**config.mk**
```make
export PLATFORM = sky130hd
export DESIGN_NAME = causal_depthwise_conv_silu_core
export DESIGN_NICKNAME = d
export VERILOG_FILES = /design/src/sv/cdcs_pkg.sv /design/src/sv/cdcs_tap_cell.sv /design/src/sv/cdcs_silu.sv /design/src/sv/causal_depthwise_conv_silu_core.sv
export SDC_FILE = /design/constraint.sdc
export NUM_CORES = 2
export LEC_CHECK = 0
export BUFFER_PORTS_ARGS = -buffer_cell sky130_fd_sc_hd__buf_2
export CELL_PAD_IN_SITES_DETAIL_PLACEMENT = 1
export CELL_PAD_IN_SITES_GLOBAL_PLACEMENT = 1
export CORE_MARGIN = 2
export CORE_UTILIZATION = 40
export DETAILED_ROUTE_END_ITERATION = 8
export GPL_TIMING_DRIVEN = 0
export HOLD_SLACK_MARGIN = 0.06
export PLACE_DENSITY_LB_ADDON = 0.08
export SLEW_MARGIN = 20
export SYNTH_ARGS = -nofsm -noshare
export SYNTH_HDL_FRONTEND = slang
export SYNTH_SLANG_ARGS = --single-unit
```
**constraint.sdc**
```tcl
create_clock -name clk -period 12.4 [get_ports clk]
set_clock_uncertainty 0.1 [all_clocks]
set_input_delay 2.48 -clock clk [delete_from_list [all_inputs] [get_ports clk]]
set_output_delay 2.48 -clock clk [all_outputs]
set_load 0.03 [all_outputs]
```
**src/sv/cdcs_pkg.sv**
```systemverilog
`default_nettype none

package cdcs_pkg;

  // geometry
  localparam int MAX_TAPS    = 4;
  localparam int SAMPLE_BITS = 16;
  localparam int WEIGHT_BITS = 16;
  localparam int WEIGHT_REGS = 4;
  localparam int KTAP_W      = 3;
  localparam int WREG_IDX_W  = $clog2(WEIGHT_REGS);

  // datapath widths
  localparam int PROD_W = SAMPLE_BITS + WEIGHT_BITS;
  localparam int ACC_W  = PROD_W + $clog2(MAX_TAPS);
  localparam int ABS_W  = (SAMPLE_BITS + 1 > 16) ? SAMPLE_BITS + 1 : 16;

  // fixed point constants
  localparam int PRE_SHIFT    = 14;
  localparam int PRE_ROUND    = 1 << (PRE_SHIFT - 1);
  localparam int ACT_SHIFT    = 15;
  localparam int ACT_ROUND    = 1 << (ACT_SHIFT - 1);
  localparam int SIG_ONE      = 32768;
  localparam int SIG_CLAMP    = 32768;
  localparam int INTERP_SHIFT = 11;
  localparam int INTERP_ROUND = 1 << (INTERP_SHIFT - 1);
  localparam int SIG_ENTRIES  = 17;
  localparam int SIG_IDX_W    = $clog2(SIG_ENTRIES);

  // sigmoid in Q1.15 at |x| = 0, 0.5, ... 8.0
  localparam logic [15:0] SIG_TABLE [SIG_ENTRIES] = '{
    16'd16384, 16'd20397, 16'd23955, 16'd26790, 16'd28862, 16'd30282,
    16'd31214, 16'd31808, 16'd32179, 16'd32408, 16'd32549, 16'd32635,
    16'd32687, 16'd32719, 16'd32738, 16'd32750, 16'd32757
  };

  // register file
  localparam int PADDR_W   = 5;
  localparam int PDATA_W   = 32;
  localparam int REG_IDX_W = PADDR_W - 2;

  localparam logic [REG_IDX_W-1:0] REG_KERNEL_TAPS  = 3'd0;
  localparam logic [REG_IDX_W-1:0] REG_TAP_WEIGHT_0 = 3'd1;
  localparam logic [REG_IDX_W-1:0] REG_TAP_WEIGHT_1 = 3'd2;
  localparam logic [REG_IDX_W-1:0] REG_TAP_WEIGHT_2 = 3'd3;
  localparam logic [REG_IDX_W-1:0] REG_TAP_WEIGHT_3 = 3'd4;

  localparam logic [KTAP_W-1:0] KERNEL_TAPS_RESET = 3'd4;

  // sequencing: accept, run the chain and activation pipe, hand over
  localparam int RUN_CYCLES = MAX_TAPS + 5;
  localparam int CNT_W      = $clog2(RUN_CYCLES);

  typedef enum logic [1:0] {
    ST_IDLE,
    ST_RUN,
    ST_HOLD
  } state_t;

  typedef struct packed {
    logic signed [SAMPLE_BITS-1:0] sample;
    logic                          first_of_sequence;
  } in_item_t;

  typedef struct packed {
    logic signed [SAMPLE_BITS-1:0] preact_value;
    logic signed [SAMPLE_BITS-1:0] activation;
  } out_item_t;

  typedef struct packed {
    logic load;
    logic clear;
  } cell_ctrl_t;

  typedef struct packed {
    logic                          en;
    logic signed [WEIGHT_BITS-1:0] weight;
  } tap_cfg_t;

endpackage

`default_nettype wire

```
**src/sv/cdcs_tap_cell.sv**
```systemverilog
`default_nettype none

module cdcs_tap_cell
  import cdcs_pkg::*;
(
  input  wire logic                          clk,
  input  wire logic                          rst_n,
  input  wire cell_ctrl_t                    ctrl,
  input  wire tap_cfg_t                      tap,
  input  wire logic signed [SAMPLE_BITS-1:0] sample_in,
  input  wire logic                          valid_in,
  input  wire logic signed [ACC_W-1:0]       psum_in,
  output logic signed [SAMPLE_BITS-1:0]      sample_out,
  output logic                               valid_out,
  output logic signed [ACC_W-1:0]            psum_out
);

  logic signed [SAMPLE_BITS-1:0] sample_r;
  logic                          valid_r;
  logic                          valid_nxt;
  logic signed [PROD_W-1:0]      prod_r;
  logic signed [PROD_W-1:0]      prod_nxt;
  logic signed [ACC_W-1:0]       psum_r;
  logic signed [ACC_W-1:0]       psum_nxt;

  // a start flag drops the history this cell inherits
  assign valid_nxt = valid_in & ~ctrl.clear;

  always_comb begin
    if (tap.en && valid_r) begin
      prod_nxt = PROD_W'(sample_r) * PROD_W'(tap.weight);
    end else begin
      prod_nxt = '0;
    end
  end

  assign psum_nxt = psum_in + ACC_W'(prod_r);

  always_ff @(posedge clk) begin
    if (!rst_n) begin
      valid_r <= 1'b0;
    end else if (ctrl.load) begin
      valid_r <= valid_nxt;
    end
  end

  always_ff @(posedge clk) begin
    if (ctrl.load) begin
      sample_r <= sample_in;
    end
    prod_r <= prod_nxt;
    psum_r <= psum_nxt;
  end

  assign sample_out = sample_r;
  assign valid_out  = valid_r;
  assign psum_out   = psum_r;

endmodule

`default_nettype wire

```
**src/sv/cdcs_silu.sv**
```systemverilog
`default_nettype none

module cdcs_silu
  import cdcs_pkg::*;
(
  input  wire logic                          clk,
  input  wire logic signed [ACC_W-1:0]       acc,
  output logic signed [SAMPLE_BITS-1:0]      preact,
  output logic signed [SAMPLE_BITS-1:0]      act
);

  localparam int AP_W   = SAMPLE_BITS + 17;
  localparam int WIDE_W = 64;

  function automatic logic [SAMPLE_BITS-1:0] sat_sample(input logic signed [WIDE_W-1:0] v);
    logic signed [WIDE_W-1:0] hi;
    logic signed [WIDE_W-1:0] lo;
    hi = $signed({{(WIDE_W-SAMPLE_BITS+1){1'b0}}, {(SAMPLE_BITS-1){1'b1}}});
    lo = ~hi;
    if (v > hi) begin
      sat_sample = {1'b0, {(SAMPLE_BITS-1){1'b1}}};
    end else if (v < lo) begin
      sat_sample = {1'b1, {(SAMPLE_BITS-1){1'b0}}};
    end else begin
      sat_sample = v[SAMPLE_BITS-1:0];
    end
  endfunction

  // stage 1: round Q8.26 sum to Q4.12 and saturate
  logic signed [ACC_W:0]         rnd_pre;
  logic signed [ACC_W:0]         shr_pre;
  logic signed [SAMPLE_BITS-1:0] pre1_r;
  logic signed [SAMPLE_BITS-1:0] pre1_nxt;

  assign rnd_pre  = $signed({acc[ACC_W-1], acc}) + (ACC_W+1)'(PRE_ROUND);
  assign shr_pre  = rnd_pre >>> PRE_SHIFT;
  assign pre1_nxt = $signed(sat_sample(WIDE_W'(shr_pre)));

  // stage 2: table lookup and interpolation product
  logic                          neg1;
  logic [SAMPLE_BITS:0]          mag;
  logic [15:0]                   clamped;
  logic [SIG_IDX_W-1:0]          idx;
  logic [SIG_IDX_W-1:0]          idx_up;
  logic [INTERP_SHIFT-1:0]       frac;
  logic [15:0]                   base;
  logic [15:0]                   diff;
  logic [26:0]                   iprod_nxt;
  logic [26:0]                   iprod2_r;
  logic [15:0]                   base2_r;
  logic                          neg2_r;
  logic signed [SAMPLE_BITS-1:0] pre2_r;

  assign neg1 = pre1_r[SAMPLE_BITS-1];

  always_comb begin
    if (neg1) begin
      mag = -$unsigned((SAMPLE_BITS+1)'(pre1_r));
    end else begin
      mag = $unsigned((SAMPLE_BITS+1)'(pre1_r));
    end
    if (ABS_W'(mag) > ABS_W'(SIG_CLAMP)) begin
      clamped = 16'(SIG_CLAMP);
    end else begin
      clamped = 16'(mag);
    end
    idx  = clamped[15:INTERP_SHIFT];
    frac = clamped[INTERP_SHIFT-1:0];
    // the last entry has no right neighbour, so its slope is zero
    if (idx < SIG_IDX_W'(SIG_ENTRIES - 1)) begin
      idx_up = idx + SIG_IDX_W'(1);
    end else begin
      idx_up = idx;
    end
    base      = SIG_TABLE[idx];
    diff      = SIG_TABLE[idx_up] - base;
    iprod_nxt = 27'(diff) * 27'(frac);
  end

  // stage 3: finish the sigmoid, mirror for negative inputs
  logic [26:0]                   interp;
  logic [15:0]                   sig_nxt;
  logic [15:0]                   sig3_r;
  logic signed [SAMPLE_BITS-1:0] pre3_r;

  always_comb begin
    interp  = (iprod2_r + 27'(INTERP_ROUND)) >> INTERP_SHIFT;
    sig_nxt = base2_r + 16'(interp);
    if (neg2_r) begin
      sig_nxt = 16'(SIG_ONE) - sig_nxt;
    end
  end

  // stage 4: preact times sigmoid
  logic signed [AP_W-1:0]        aprod_nxt;
  logic signed [AP_W-1:0]        aprod4_r;
  logic signed [SAMPLE_BITS-1:0] pre4_r;

  assign aprod_nxt = AP_W'(pre3_r) * AP_W'($signed({1'b0, sig3_r}));

  always_ff @(posedge clk) begin
    pre1_r   <= pre1_nxt;
    pre2_r   <= pre1_r;
    neg2_r   <= neg1;
    base2_r  <= base;
    iprod2_r <= iprod_nxt;
    pre3_r   <= pre2_r;
    sig3_r   <= sig_nxt;
    pre4_r   <= pre3_r;
    aprod4_r <= aprod_nxt;
  end

  logic signed [AP_W:0] rnd_act;
  logic signed [AP_W:0] shr_act;

  assign rnd_act = $signed({aprod4_r[AP_W-1], aprod4_r}) + (AP_W+1)'(ACT_ROUND);
  assign shr_act = rnd_act >>> ACT_SHIFT;
  assign act     = $signed(sat_sample(WIDE_W'(shr_act)));
  assign preact  = pre4_r;

endmodule

`default_nettype wire

```
**src/sv/causal_depthwise_conv_silu_core.sv**
```systemverilog
`default_nettype none

// Causal depthwise 1-D convolution with SiLU for one channel lane. Samples and
// results are Q4.12, tap weights Q2.14; a token flagged first_of_sequence drops
// all earlier history. Each token gives one transaction carrying the saturated
// pre-activation and pre-activation times a table-interpolated sigmoid. The
// block takes one token at a time: a token occupies it while the partial sum
// walks the chain of tap cells one cell per cycle and then the four-stage
// activation pipe; while a result is stalled at the output the following token
// still runs, but its result then waits and holds off any further token until
// the output is taken.
// Registers sit at byte address 4*i: kernel_taps, then tap_weight_0..3; write
// them only while the block is idle.

module causal_depthwise_conv_silu_core
  import cdcs_pkg::*;
(
  input  wire logic                clk,
  input  wire logic                rst_n,
  input  wire logic                in_valid,
  output logic                     in_stall,
  input  wire in_item_t            in_data,
  output logic                     out_valid,
  input  wire logic                out_stall,
  output out_item_t                out_data,
  input  wire logic                psel,
  input  wire logic                penable,
  input  wire logic                pwrite,
  input  wire logic [PADDR_W-1:0]  paddr,
  input  wire logic [PDATA_W-1:0]  pwdata,
  output logic [PDATA_W-1:0]       prdata,
  output logic                     pready
);

  // configuration registers
  logic [KTAP_W-1:0]                                 kernel_r;
  logic [WEIGHT_REGS-1:0][WEIGHT_BITS-1:0]           weights_r;
  logic [REG_IDX_W-1:0]                              reg_idx;
  logic                                              cfg_wr;

  assign pready  = 1'b1;
  assign reg_idx = paddr[PADDR_W-1:2];
  assign cfg_wr  = psel & penable & pwrite & pready;

  always_ff @(posedge clk) begin
    if (!rst_n) begin
      kernel_r  <= KERNEL_TAPS_RESET;
      weights_r <= '0;
    end else if (cfg_wr) begin
      case (reg_idx)
        REG_KERNEL_TAPS:  kernel_r     <= pwdata[KTAP_W-1:0];
        REG_TAP_WEIGHT_0: weights_r[0] <= pwdata[WEIGHT_BITS-1:0];
        REG_TAP_WEIGHT_1: weights_r[1] <= pwdata[WEIGHT_BITS-1:0];
        REG_TAP_WEIGHT_2: weights_r[2] <= pwdata[WEIGHT_BITS-1:0];
        REG_TAP_WEIGHT_3: weights_r[3] <= pwdata[WEIGHT_BITS-1:0];
        default: ;
      endcase
    end
  end

  always_comb begin
    case (reg_idx)
      REG_KERNEL_TAPS:  prdata = PDATA_W'(kernel_r);
      REG_TAP_WEIGHT_0: prdata = PDATA_W'($signed(weights_r[0]));
      REG_TAP_WEIGHT_1: prdata = PDATA_W'($signed(weights_r[1]));
      REG_TAP_WEIGHT_2: prdata = PDATA_W'($signed(weights_r[2]));
      REG_TAP_WEIGHT_3: prdata = PDATA_W'($signed(weights_r[3]));
      default:          prdata = '0;
    endcase
  end

  // sequencer
  state_t           state_r;
  state_t           state_nxt;
  logic [CNT_W-1:0] cnt_r;
  logic [CNT_W-1:0] cnt_nxt;
  logic             accept;
  logic             run_done;
  logic             out_load;

  assign accept   = in_valid & ~in_stall;
  assign run_done = (cnt_r == CNT_W'(RUN_CYCLES - 1));

  always_comb begin
    state_nxt = state_r;
    case (state_r)
      ST_IDLE: if (in_valid) state_nxt = ST_RUN;
      ST_RUN:  if (run_done) state_nxt = ST_HOLD;
      ST_HOLD: if (!out_valid || !out_stall) state_nxt = ST_IDLE;
      default: state_nxt = ST_IDLE;
    endcase
  end

  always_comb begin
    in_stall = 1'b1;
    out_load = 1'b0;
    cnt_nxt  = cnt_r;
    case (state_r)
      ST_IDLE: begin
        in_stall = 1'b0;
        cnt_nxt  = '0;
      end
      ST_RUN: begin
        cnt_nxt = cnt_r + CNT_W'(1);
      end
      ST_HOLD: begin
        out_load = ~out_valid | ~out_stall;
      end
      default: ;
    endcase
  end

  always_ff @(posedge clk) begin
    if (!rst_n) begin
      state_r <= ST_IDLE;
      cnt_r   <= '0;
    end else begin
      state_r <= state_nxt;
      cnt_r   <= cnt_nxt;
    end
  end

  // tap mapping: cell i holds the sample i tokens back and meets weight k-1-i
  logic [KTAP_W-1:0] k_eff;

  assign k_eff = ({1'b0, kernel_r} > (KTAP_W+1)'(MAX_TAPS)) ? KTAP_W'(MAX_TAPS) : kernel_r;

  logic signed [SAMPLE_BITS-1:0] samp_chain  [MAX_TAPS];
  logic                          valid_chain [MAX_TAPS];
  logic signed [ACC_W-1:0]       psum_chain  [MAX_TAPS];

  genvar gi;
  generate
    for (gi = 0; gi < MAX_TAPS; gi++) begin : g_cell
      localparam logic [KTAP_W-1:0] CELL_IDX = KTAP_W'(gi);
      logic [KTAP_W-1:0]             tap_j;
      tap_cfg_t                      tap;
      cell_ctrl_t                    ctrl;
      logic signed [SAMPLE_BITS-1:0] s_in;
      logic                          v_in;
      logic signed [ACC_W-1:0]       p_in;

      assign tap_j  = k_eff - CELL_IDX - KTAP_W'(1);
      assign tap.en = (CELL_IDX < k_eff);
      assign tap.weight = (tap_j < KTAP_W'(WEIGHT_REGS)) ?
                          $signed(weights_r[tap_j[WREG_IDX_W-1:0]]) : '0;
      assign ctrl.load = accept;

      if (gi == 0) begin : g_head
        // the current token always counts
        assign ctrl.clear = 1'b0;
        assign s_in       = in_data.sample;
        assign v_in       = 1'b1;
        assign p_in       = '0;
      end else begin : g_body
        assign ctrl.clear = in_data.first_of_sequence;
        assign s_in       = samp_chain[gi-1];
        assign v_in       = valid_chain[gi-1];
        assign p_in       = psum_chain[gi-1];
      end

      cdcs_tap_cell u_cell (
        .clk        (clk),
        .rst_n      (rst_n),
        .ctrl       (ctrl),
        .tap        (tap),
        .sample_in  (s_in),
        .valid_in   (v_in),
        .psum_in    (p_in),
        .sample_out (samp_chain[gi]),
        .valid_out  (valid_chain[gi]),
        .psum_out   (psum_chain[gi])
      );
    end
  endgenerate

  logic signed [SAMPLE_BITS-1:0] preact;
  logic signed [SAMPLE_BITS-1:0] act;

  cdcs_silu u_silu (
    .clk    (clk),
    .acc    (psum_chain[MAX_TAPS-1]),
    .preact (preact),
    .act    (act)
  );

  // output register
  logic      out_valid_r;
  logic      out_valid_nxt;
  out_item_t out_data_r;

  assign out_valid_nxt = out_load | (out_valid_r & out_stall);

  always_ff @(posedge clk) begin
    if (!rst_n) begin
      out_valid_r <= 1'b0;
    end else begin
      out_valid_r <= out_valid_nxt;
    end
  end

  always_ff @(posedge clk) begin
    if (out_load) begin
      out_data_r.preact_value <= preact;
      out_data_r.activation   <= act;
    end
  end

  assign out_valid = out_valid_r;
  assign out_data  = out_data_r;

  // checks
  a_accept_starts_run: assert property (@(posedge clk) disable iff (!rst_n)
    accept |=> (state_r == ST_RUN) && (cnt_r == '0))
    else $error("accepted transaction did not start the run");

  a_cnt_bound: assert property (@(posedge clk) disable iff (!rst_n)
    (state_r == ST_RUN) |-> (cnt_r < CNT_W'(RUN_CYCLES)))
    else $error("run counter out of range");

  a_no_overwrite: assert property (@(posedge clk) disable iff (!rst_n)
    (state_r == ST_HOLD && out_valid_r && out_stall) |=> (state_r == ST_HOLD))
    else $error("result left hold while output slot was occupied");

  a_load_sets_valid: assert property (@(posedge clk) disable iff (!rst_n)
    out_load |=> out_valid_r)
    else $error("loaded result not presented");

  a_head_cell_valid: assert property (@(posedge clk) disable iff (!rst_n)
    accept |=> valid_chain[0])
    else $error("current sample not marked valid in head cell");

endmodule

`default_nettype wire

```
==> impl_metrics.json <==
{
  "p_clk_frac": 0.185,
  "ys_async_sr_fraction": 0,
  "final_cell_area_um2": 82780,
  "die_area_um2": 194100,
  "grt_max_degree": 53,
  "fmax_mhz": 84.73,
  "hold_violations": 0,
  "synth_ff_type": "dfxtp_1",
  "drv_slew": 0,
  "synthesis.nets": 10270,
  "max_stage_delay_ns": 0.52,
  "ioPinCount": 128,
  "p_sw_frac": 0.4946,
  "rows": 160,
  "worstPathMaxFanout": 10,
  "slowest_stage": "fa_1",
  "hold_ws_ns": 0.2211,
  "p_leak_nw": 37.05,
  "cts.sinks": 552,
  "clk_path_buf_depth": 3,
  "coreArea_um2": 189800,
  "relSlewSlack": 0.2082,
  "min_from": "u_silu.pre2_r[11]$_DFF_P_",
  "p_int_mw": 6.052,
  "detail_route.wl_per_cell_um": 22.12,
  "mostFrequentLayoutCells": "inv_1 (1587), fa_1 (1373), nand2_1 (1033), ha_1 (653), dfxtp_1 (456)",
  "io_buffer_count": 105,
  "first_pass_iters": 5,
  "synth.distinct_cells": 83,
  "holdPathEnd": "u_silu.pre3_r[11]$_DFF_P_",
  "ys_ff_latch": 552,
  "setup_viol": 0,
  "r2r_cells": 47,
  "synth_edf_count": 96,
  "endpoint_kind": "flop",
  "timing.rr.start": "u_silu.pre1_r[0]$_SDFF_PN1_",
  "die_height_um": 440.5,
  "holdPathStages": 0,
  "htreeDepth": 3,
  "grt_usage": 0.2574,
  "final_nets": 10470,
  "hpwlAfterDp_mm": 204.3,
  "overflow": 0,
  "synth_area_um2": 76220,
  "place_area_um2": 80080,
  "power_density_nw_per_um2": 144.7,
  "avgSynthCellArea_um2": 9.315,
  "worst_hold_path_type": "flop to flop",
  "finalCritPeriodShare": 0.9518,
  "routed_via_density": 5.143,
  "arrival_ns": 12.28,
  "yosysWarnings": 0,
  "cts_tree": "done",
  "area_delta_synth_final_pct": 8.610,
  "antenna_found_initial": 21,
  "vias": 56350,
  "cts_made_buffers": 73,
  "ys_seq_area_frac": 0.1576,
  "crit_required_ns": 12.87,
  "syn_inst": 8183,
  "start_kind": "flop",
  "drc": 0,
  "grt_pass1_vias": 63540,
  "timing.rr.end": "u_silu.iprod2_r[25]$_DFF_P_",
  "insertion_delay_ns": 0.69,
  "final_common_cell": "inv_1",
  "drive_gt1_frac": 0.05143,
  "ctsHoldBuffers": 0,
  "pwr-share-comb": 0.621,
  "clk_pin_slew_ns": 0.07,
  "outcome": "finished, final reports clean",
  "power_switching_mw": 5.922,
  "ant_nets": 0,
  "root_buffer": "clkbuf_16",
  "chipWidth_um": 440.5,
  "critPathKind": "flop to flop",
  "tightestPinTransition_ns": 1.185,
  "start_util": 0.4016,
  "gp_congestion": 0.8787,
  "min_period_ns": 11.80,
  "max_cap_violations": 0,
  "pwr-share-seq": 0.194,
  "nFillCells": 21720,
  "peakVddDrop_v": 0.0002442,
  "ff2ff_setup_slack_ns": 0.60,
  "drtIter0Drc": 2714,
  "grt_pass1_wl_mm": 379.9,
  "drt-total-wl_mm": 242.3
}
==> timing repair <==
action	CTS	global route
gates resized for setup	9	28
gates cloned	0	0
buffers inserted	1	5
setup endpoints to repair	12	9
endpoints found under the hold margin	0	0
pin swaps	0	6
==> sequential cells by signal, summed over array words and instances, names as in the netlist, 15 cells and up <==
signal	cells
u_silu.iprod2_r	17
u_silu.pre2_r	15
g_cell.u_cell.prod_r	128
u_silu.preact	16
u_silu.sig3_r	16
g_cell.u_cell.sample_out	64
u_silu.pre1_r	16
u_silu.aprod4_r	19
u_silu.pre3_r	16
weights_r	64
g_cell.u_cell.psum_out	120
out_data	32
==> synthesized netlist by cell type, drive strengths merged (60+ instances only) <==
cell type  instances  area, µm²
a21boi            60      450.4
a21o              98      735.7
a21oi            155      775.7
and2             442       2765
and3             136      850.8
clkbuf           259      972.2
dfxtp            456       9129
edfxtp            96       2883
fa              1373      27490
ha               653       8170
inv             1591       5972
nand2           1036       3891
nand2b            67      419.2
nand3             85      425.4
nor2             387       1453
nor2b             84      525.5
nor3              97      485.5
o21ai            191      955.9
or2               65      406.6
xnor2            211       1856
xor2             124       1086
==> worst max path at each step <==
stage                                   to  slack [ns]  cells past startpoint                        start
4_1_cts        u_silu.iprod2_r[25]$_DFF_P_        0.05                     47  u_silu.pre1_r[0]$_SDFF_PN1_
2_1_floorplan  u_silu.iprod2_r[25]$_DFF_P_        1.20                     45  u_silu.pre1_r[0]$_SDFF_PN1_
6_report       u_silu.iprod2_r[25]$_DFF_P_        0.60                     47  u_silu.pre1_r[0]$_SDFF_PN1_
5_1_grt        u_silu.iprod2_r[25]$_DFF_P_     -0.0005                     47  u_silu.pre1_r[0]$_SDFF_PN1_
3_5_place_dp   u_silu.iprod2_r[25]$_DFF_P_       -1.07                     47  u_silu.pre1_r[0]$_SDFF_PN1_
3_3_place_gp   u_silu.iprod2_r[25]$_DFF_P_        -1.0                     47  u_silu.pre1_r[0]$_SDFF_PN1_
==> worst max-delay path, delay by kind of cell (launching register included) <==
| kind | cells | cell delay [ns] |
|---|---|---|
| adder cells (fa/ha/maj) | 10 | 3.92 |
| AO/OA/AOI/OAI | 12 | 3.15 |
| AND/OR/NAND/NOR | 13 | 2.53 |
| buffers and inverters | 10 | 1.21 |
| flip-flops | 1 | 0.41 |
| XOR/XNOR | 2 | 0.35 |
==> metal layers <==
layer  vias up  GRT usage  share of wire
met1     29320     0.3334           0.43
met5         -          0        0.00022
met2      1003     0.4590           0.50
met4         8    0.07030          0.029
li1      25700          -              -
met3       318    0.02176          0.032
==> power groups by stage <==
stage	Clock [mW]	Combinational [mW]	Sequential, mW
after floorplan	0	4.83	2.19
after global placement	0	7.20	2.36
after detailed placement	0	7.32	2.36
after CTS	2.29	7.48	2.32
after global routing	2.35	8.37	2.34
final	2.21	7.44	2.33
==> cells by family after synthesis <==
logic type | after synthesis | synth area share
AOI/OAI and AO/OA | 795 | 0.06826
xor gates and xnor gates | 335 | 0.03859
adders and majority gates | 2026 | 0.4678
buffers and inverters | 1885 | 0.09385
DFF | 552 | 0.1576
muxes | 92 | 0.01758
other | 1 | 0.00004920
and+or+nand+nor | 2497 | 0.1563
==> per-stage QoR <==
stage	std cells	setup slack, ns	utilization	TNS (ns)	total power, mW
floorplan	8183	1.195	-	0	7.017
global placement	10800	-0.9963	0.4209	-6.910	9.559
detailed placement	10810	-1.071	0.4220	-7.484	9.686
CTS	10940	0.04569	0.4356	0	12.09
global route	10950	-0.0004778	0.4361	-0.0004778	13.07
finish	10960	0.5974	0.4362	0	11.97
==> final cells by class <==
cell class	count	area, µm²	area share
Multi-Input combinational cell	5746	57210	0.6911
Sequential cell	552	12010	0.1451
Inverter	1591	5974	0.07217
Tap cell	2511	3142	0.03795
Clock buffer	93	2044	0.02470
Buffer	294	1194	0.01442
Timing Repair Buffer	120	700.7	0.008464
Clock inverter	42	488.0	0.005895
Antenna cell	7	17.52	0.0002116
(Power assumes the default switching activity.)
